File: src/rtl/sprq_pkg.sv
// Shared types and constants of the sorted priority queue.
// No dependencies; every other file imports this package.
package sprq_pkg;

    // Queue geometry and field widths
    localparam int DEPTH = 16;
    localparam int KEY_W = 8;
    localparam int TAG_W = 2;
    localparam int ST_W  = 2;
    localparam int OCC_W = 5;
    localparam int CNT_W = $clog2(DEPTH + 1);

    // Operation codes
    localparam logic OP_INSERT = 1'b0;
    localparam logic OP_REMOVE = 1'b1;

    // Result status codes
    localparam logic [ST_W-1:0] STAT_OK    = 2'd0;
    localparam logic [ST_W-1:0] STAT_FULL  = 2'd1;
    localparam logic [ST_W-1:0] STAT_EMPTY = 2'd2;

    // Controller states
    typedef enum logic {
        CTL_IDLE,
        CTL_HOLD
    } ctl_state_t;

    // Controller to datapath commands
    typedef struct packed {
        logic            exec;
        logic            do_insert;
        logic            do_remove;
        logic [ST_W-1:0] status;
    } dp_cmd_t;

    // Datapath to controller status
    typedef struct packed {
        logic full;
        logic empty;
    } dp_stat_t;

endpackage

File: src/rtl/sprq_ctrl.sv
// Controller of the sorted priority queue: handshake FSM and op decode.
// Depends on sprq_pkg.
module sprq_ctrl (
    input  logic              aclk,
    input  logic              aresetn,
    input  logic              s_valid,
    output logic              s_ready,
    input  logic              s_opcode,
    output logic              m_valid,
    input  logic              m_ready,
    input  sprq_pkg::dp_stat_t dp_stat,
    output sprq_pkg::dp_cmd_t  dp_cmd
);
    import sprq_pkg::*;

    ctl_state_t state_reg;
    ctl_state_t state_next;
    logic       accept;

    // State register
    always_ff @(posedge aclk) begin
        if (!aresetn) begin
            state_reg <= CTL_IDLE;
        end else begin
            state_reg <= state_next;
        end
    end

    // Next state, handshake and command decode
    always_comb begin
        s_ready    = (state_reg == CTL_IDLE) || m_ready;
        m_valid    = (state_reg == CTL_HOLD);
        accept     = s_valid && s_ready;
        state_next = state_reg;
        dp_cmd     = '0;
        dp_cmd.exec = accept;

        if (s_opcode == OP_INSERT) begin
            dp_cmd.do_insert = accept && !dp_stat.full;
            dp_cmd.status    = dp_stat.full ? STAT_FULL : STAT_OK;
        end else begin
            dp_cmd.do_remove = accept && !dp_stat.empty;
            dp_cmd.status    = dp_stat.empty ? STAT_EMPTY : STAT_OK;
        end

        case (state_reg)
            CTL_IDLE: begin
                if (accept) state_next = CTL_HOLD;
            end
            CTL_HOLD: begin
                if (accept) state_next = CTL_HOLD;
                else if (m_ready) state_next = CTL_IDLE;
            end
            default: begin
                state_next = CTL_IDLE;
            end
        endcase
    end

endmodule

File: src/rtl/sprq_datapath.sv
// Datapath of the sorted priority queue: shift-register cells, entry count
// and result register. Depends on sprq_pkg.
module sprq_datapath (
    input  logic                       aclk,
    input  logic                       aresetn,
    input  sprq_pkg::dp_cmd_t           dp_cmd,
    output sprq_pkg::dp_stat_t          dp_stat,
    input  logic [sprq_pkg::KEY_W-1:0]  new_key,
    input  logic [sprq_pkg::TAG_W-1:0]  new_tag,
    output logic [sprq_pkg::KEY_W-1:0]  popped_key,
    output logic [sprq_pkg::TAG_W-1:0]  popped_tag,
    output logic [sprq_pkg::ST_W-1:0]   status,
    output logic [sprq_pkg::OCC_W-1:0]  occupancy
);
    import sprq_pkg::*;

    logic [KEY_W-1:0] key_reg [DEPTH];
    logic [KEY_W-1:0] key_next [DEPTH];
    logic [TAG_W-1:0] tag_reg [DEPTH];
    logic [TAG_W-1:0] tag_next [DEPTH];
    logic [CNT_W-1:0] count_reg;
    logic [CNT_W-1:0] count_next;
    logic [DEPTH-1:0] ge;

    logic [KEY_W-1:0] popped_key_reg;
    logic [TAG_W-1:0] popped_tag_reg;
    logic [ST_W-1:0]  status_reg;
    logic [OCC_W-1:0] occupancy_reg;

    assign dp_stat.full  = (count_reg == CNT_W'(DEPTH));
    assign dp_stat.empty = (count_reg == '0);

    // Each held cell compares its key with the new key at once
    always_comb begin
        for (int i = 0; i < DEPTH; i++) begin
            ge[i] = (CNT_W'(i) < count_reg) && (key_reg[i] >= new_key);
        end
    end

    // Cell next values: insert shifts down below the slot, remove shifts up
    always_comb begin
        for (int i = 0; i < DEPTH; i++) begin
            key_next[i] = key_reg[i];
            tag_next[i] = tag_reg[i];
        end
        count_next = count_reg;
        if (dp_cmd.do_insert) begin
            if (!ge[0]) begin
                key_next[0] = new_key;
                tag_next[0] = new_tag;
            end
            for (int i = 1; i < DEPTH; i++) begin
                if (!ge[i]) begin
                    key_next[i] = ge[i-1] ? new_key : key_reg[i-1];
                    tag_next[i] = ge[i-1] ? new_tag : tag_reg[i-1];
                end
            end
            count_next = count_reg + 1'b1;
        end else if (dp_cmd.do_remove) begin
            for (int i = 0; i < DEPTH - 1; i++) begin
                key_next[i] = key_reg[i+1];
                tag_next[i] = tag_reg[i+1];
            end
            count_next = count_reg - 1'b1;
        end
    end

    // Cells hold payload only
    always_ff @(posedge aclk) begin
        for (int i = 0; i < DEPTH; i++) begin
            key_reg[i] <= key_next[i];
            tag_reg[i] <= tag_next[i];
        end
    end

    // Entry count
    always_ff @(posedge aclk) begin
        if (!aresetn) begin
            count_reg <= '0;
        end else begin
            count_reg <= count_next;
        end
    end

    // Result register, loaded when an item is taken
    always_ff @(posedge aclk) begin
        if (dp_cmd.exec) begin
            popped_key_reg <= dp_cmd.do_remove ? key_reg[0] : '0;
            popped_tag_reg <= dp_cmd.do_remove ? tag_reg[0] : '0;
            status_reg     <= dp_cmd.status;
            occupancy_reg  <= OCC_W'(count_next);
        end
    end

    assign popped_key = popped_key_reg;
    assign popped_tag = popped_tag_reg;
    assign status     = status_reg;
    assign occupancy  = occupancy_reg;

endmodule

File: src/rtl/sorted_priority_queue_unit.sv
// Top level of the sorted priority queue: controller plus datapath.
// Depends on sprq_pkg, sprq_ctrl and sprq_datapath.
//
//  channel  | handshake         | payload
//  ---------+-------------------+-------------------------------------------
//  s_ (in)  | s_valid / s_ready | s_opcode, s_new_key, s_new_tag
//  m_ (out) | m_valid / m_ready | m_popped_key, m_popped_tag, m_status,
//           |                   | m_occupancy
//
// For every item, insert or remove, all cells compare against the new key
// in parallel and shift in the same edge. The result shows in the output
// register in the cycle after acceptance; a new item is taken in
// the cycle its predecessor's result leaves, so one item per cycle is
// sustained when m_ready is high. A stall on m_ stops s_ready.
// Synchronous reset empties the queue; no clearing pass.
module sorted_priority_queue_unit (
    input  logic                       aclk,
    input  logic                       aresetn,
    input  logic                       s_valid,
    output logic                       s_ready,
    input  logic                       s_opcode,
    input  logic [sprq_pkg::KEY_W-1:0]  s_new_key,
    input  logic [sprq_pkg::TAG_W-1:0]  s_new_tag,
    output logic                       m_valid,
    input  logic                       m_ready,
    output logic [sprq_pkg::KEY_W-1:0]  m_popped_key,
    output logic [sprq_pkg::TAG_W-1:0]  m_popped_tag,
    output logic [sprq_pkg::ST_W-1:0]   m_status,
    output logic [sprq_pkg::OCC_W-1:0]  m_occupancy
);
    import sprq_pkg::*;

    dp_cmd_t  dp_cmd;
    dp_stat_t dp_stat;

    sprq_ctrl u_ctrl (
        .aclk     (aclk),
        .aresetn  (aresetn),
        .s_valid  (s_valid),
        .s_ready  (s_ready),
        .s_opcode (s_opcode),
        .m_valid  (m_valid),
        .m_ready  (m_ready),
        .dp_stat  (dp_stat),
        .dp_cmd   (dp_cmd)
    );

    sprq_datapath u_dp (
        .aclk       (aclk),
        .aresetn    (aresetn),
        .dp_cmd     (dp_cmd),
        .dp_stat    (dp_stat),
        .new_key    (s_new_key),
        .new_tag    (s_new_tag),
        .popped_key (m_popped_key),
        .popped_tag (m_popped_tag),
        .status     (m_status),
        .occupancy  (m_occupancy)
    );

endmodule

File: config.mk
export PLATFORM = sky130hd
export DESIGN_NAME = sorted_priority_queue_unit
export DESIGN_NICKNAME = d
export VERILOG_FILES = /design/src/rtl/sprq_pkg.sv /design/src/rtl/sprq_ctrl.sv /design/src/rtl/sprq_datapath.sv /design/src/rtl/sorted_priority_queue_unit.sv
export SDC_FILE = /design/constraint.sdc
export NUM_CORES = 1
export LEC_CHECK = 0
export BUFFER_PORTS_ARGS = -buffer_cell sky130_fd_sc_hd__buf_2
export CAP_MARGIN = 5
export CORE_MARGIN = 1.5
export CORE_UTILIZATION = 40
export DETAILED_ROUTE_END_ITERATION = 7
export HOLD_SLACK_MARGIN = 0.12
export PLACE_DENSITY_LB_ADDON = 0.05
export SETUP_SLACK_MARGIN = 0.4
export SLEW_MARGIN = 20
export SYNTH_ARGS = -nofsm -noshare
export SYNTH_HDL_FRONTEND = slang
export SYNTH_HIERARCHICAL = 1
export SYNTH_SLANG_ARGS = --single-unit
File: constraint.sdc
create_clock -name aclk -period 5.9 [get_ports aclk]
set_input_delay 0.295 -clock aclk [delete_from_list [all_inputs] [get_ports aclk]]
set_output_delay 0.295 -clock aclk [all_outputs]
set_load 0.02 [all_outputs]
==> flow_summary.yaml <==
outcome:
  status: "finished, final reports clean"
clocking:
  tritoncts: "built"
  insertion_delay_ns: 0.45
  post_cts_buffers: 0
  h-tree-depth: 4
  path_clk_slew_ns: 0.07
  clk_path_buf_depth: 2
  numCtsBuffers: 17
  clock_sinks: 183
  root_buffer: "clkbuf_16"
place:
  io_buffers: 33
  placed_cell_area_mm2: 0.0127
  dpl.hpwl_mm: 27.0
  gp_congestion: 0.818
  place_ws_ns: 1.74
critical_path:
  cpMaxStageDelayCell: "a31oi_1"
  worstRegToRegCells: 7
  r2r_slack_ns: 2.05
  critical_path_arrival_ns: 3.92
  crit_path_end_kind: "flip-flop"
  critical-path-max-stage-delay_ns: 0.79
  worstPathRequired_ns: 5.97
  cp_cell_sequence: "clkinv_1, ha_1, and2_1, nor4bb_4, nor2_1, buf_4, a31oi_1"
  crit_path_max_fanout: 16
  r2r_end: "u_dp/key_reg[0][37]$_DFFE_PP_"
  crit_path_start_kind: "flip-flop"
  crit_type: "flip-flop to flip-flop"
  r2r_start: "u_dp/count_reg[1]$_SDFF_PN0_"
global_routing:
  grt_antenna_before_repair: 0
  grt-ovfl-total: 0
  grt_pass1_vias: 9595
  grt_usage: 0.247
  grt_max_degree: 213
  grt_pass1_wl_mm: 58.2
synth:
  synth_edf_count: 177
  synth_cell_type_count: 55
  yosysWarnings: 6
  netlist_instances: 1249
  synthMuxAreaShare: 0.0249
  synth_compound_area_frac: 0.210
  avgSynthCellArea_um2: 9.78
  ys_ff_latch: 183
  synth_fp_nets: 1396
  synthAdderAreaFrac: 0.135
  synth_simple_gate_area_frac: 0.142
  yosysSeqAreaShare: 0.445
  synth.cell_area_mm2: 0.0122
  async_flop_share: 0
  synth_xor_area_frac: 0.00287
  synth_top_family_by_area: "compound AO/OA/AOI/OAI gates"
  synth_ff_type: "edfxtp_1"
final_layout:
  layout.nets: 1379
  largest_reg_flops: 128
  stdcell_area_mm2: 0.0133
  final_util: 0.447
  n_antenna_cell: 0
  drive_gt1_frac: 0.0843
  area_growth_syn_to_layout_pct: 9.19
timing:
  holdWs_ns: 0.149
  report.final.slew_viol_count: 0
  hold_viol: 0
  relSlewSlack: 0.266
  tns_ns: 0
  finalSetupViolations: 0
  worstMarginPinSlew_ns: 1.10
  fin_skew_ns: 0.0116
  fmax_mhz: 260
  rsz0062_at_grt: "no"
  final.min_clock_period_ns: 3.85
  setup_ws_ns: 2.05
  min_period_over_period: 0.652
route:
  wl_mm: 38.3
  drtAntennaViolNets: 0
  drt-pass1-iter-count: 6
  wire_per_inst_um: 23.4
  via_count: 10081
  routed_via_density: 6.17
  drtIter0Drc: 971
  route.detailed.drc: 0
die:
  fp.dieH_um: 178
  std_cell_rows: 63
  die_w_um: 178
  initial_utilization: 0.409
  pin_count: 34
  core-area_mm2: 0.0299
  dieArea_mm2: 0.0316
power_and_ir_drop:
  ir_worst_vdd_mv: 0.180
  power.density_mw_per_mm2: 316
  leakagePower_nw: 4.99
flow_run:
  maxCapViolCount: 0
worst_hold_path:
  hold_path_end: "u_ctrl/m_valid$_SDFF_PN0_"
  hp-start: "aresetn"
  min_path_type: "input pin to flip-flop"
  whs_path_depth: 2
worst max-delay path by stage:
stage               cells past startpoint                    startpoint  slack, ns                             to
floorplan                               9                  s_new_key[7]       2.65  u_dp/key_reg[0][10]$_DFFE_PP_
global placement                        6                  s_new_key[3]       1.86  u_dp/key_reg[0][24]$_DFFE_PP_
detailed placement                      6                  s_new_key[3]       1.74  u_dp/key_reg[0][29]$_DFFE_PP_
CTS                                     7  u_dp/count_reg[1]$_SDFF_PN0_       2.02   u_dp/key_reg[0][4]$_DFFE_PP_
global route                            7  u_dp/count_reg[3]$_SDFF_PN0_       1.77  u_dp/key_reg[0][37]$_DFFE_PP_
finish                                  7  u_dp/count_reg[1]$_SDFF_PN0_       2.05  u_dp/key_reg[0][37]$_DFFE_PP_
synthesized netlist by cell type (all sizes together), types with 15 or more instances:
| master | n | share of area |
|---|---|---|
| mux2 | 19 | 0.018 |
| nand2 | 15 | 0.0046 |
| nand3 | 134 | 0.055 |
| o21ai | 151 | 0.062 |
| nor2 | 152 | 0.047 |
| a31oi | 158 | 0.081 |
| a21o | 21 | 0.013 |
| clkbuf | 79 | 0.024 |
| edfxtp | 177 | 0.43 |
| inv | 28 | 0.0086 |
| ha | 132 | 0.14 |
| and2 | 29 | 0.015 |
| a21oi | 22 | 0.0093 |
| nand2b | 17 | 0.0087 |
layer usage:
metal  part of all wire  global-route usage
met1               0.50               0.370
met2               0.43               0.369
met3              0.047              0.0285
met4              0.021              0.0774
met5                  0                   0
worst max-delay path, delay by kind of cell (launching register included):
kind / cells / cell delay, ns
buffers and inverters: 2 / 0.55
adders and majority gates: 1 / 0.23
DFF: 1 / 0.58
AOI/OAI and AO/OA: 1 / 0.79
and+or+nand+nor: 3 / 1.30
metrics by stage:
step                      std cells  total power, W
after floorplan                1249         0.00258
after global placement         1602         0.00297
after detailed placement       1602         0.00298
after CTS                      1635         0.00423
after global routing           1635         0.00444
final                          1635         0.00422
cell families after synthesis:
family	after synthesis
xor gates and xnor gates	4
buffers and inverters	120
and+or+nand+nor	366
AOI/OAI and AO/OA	416
DFF	183
muxes	28
adders and majority gates	132
power by group:
part           total [W]  internal (W)  switching [W]
logic            0.00115      0.000366       0.000783
registers        0.00182       0.00167       0.000155
clock network    0.00125      0.000741       0.000504
repair_timing:
action / CTS / global route
hold buffers: 1 / 0
endpoints found under the hold margin: 1 / 0
resized for setup: 0 / 0
cells in the final DEF, fill, tap and decap left out, types with 5 or more instances in the layout:
master / n
buf_4: 20
nand2_1: 15
o21ai_1: 20
o2111ai_1: 12
mux2_1: 10
a21o_1: 21
edfxtp_1: 177
a211o_1: 12
and2_1: 29
dfxtp_1: 6
a31oi_1: 153
ha_1: 132
nor2_1: 152
mux2i_1: 9
clkbuf_16: 17
a21oi_1: 21
nand3_1: 134
a221oi_1: 12
a31oi_2: 5
inv_1: 27
o21a_1: 13
mux2_2: 9
nand2b_1: 17
o21ai_0: 131
buf_2: 33
cell type report:
| cell class | count | area, µm² |
|---|---|---|
| Clock inverter | 9 | 149 |
| Sequential cell | 183 | 5440 |
| Clock buffer | 23 | 478 |
| Tap cell | 390 | 488 |
| Inverter | 29 | 109 |
| Timing Repair Buffer | 55 | 345 |
| Fill cell | 2875 | 16500 |
| Multi-Input combinational cell | 946 | 6340 |
Note: power is estimated with default switching activity, not from simulation.
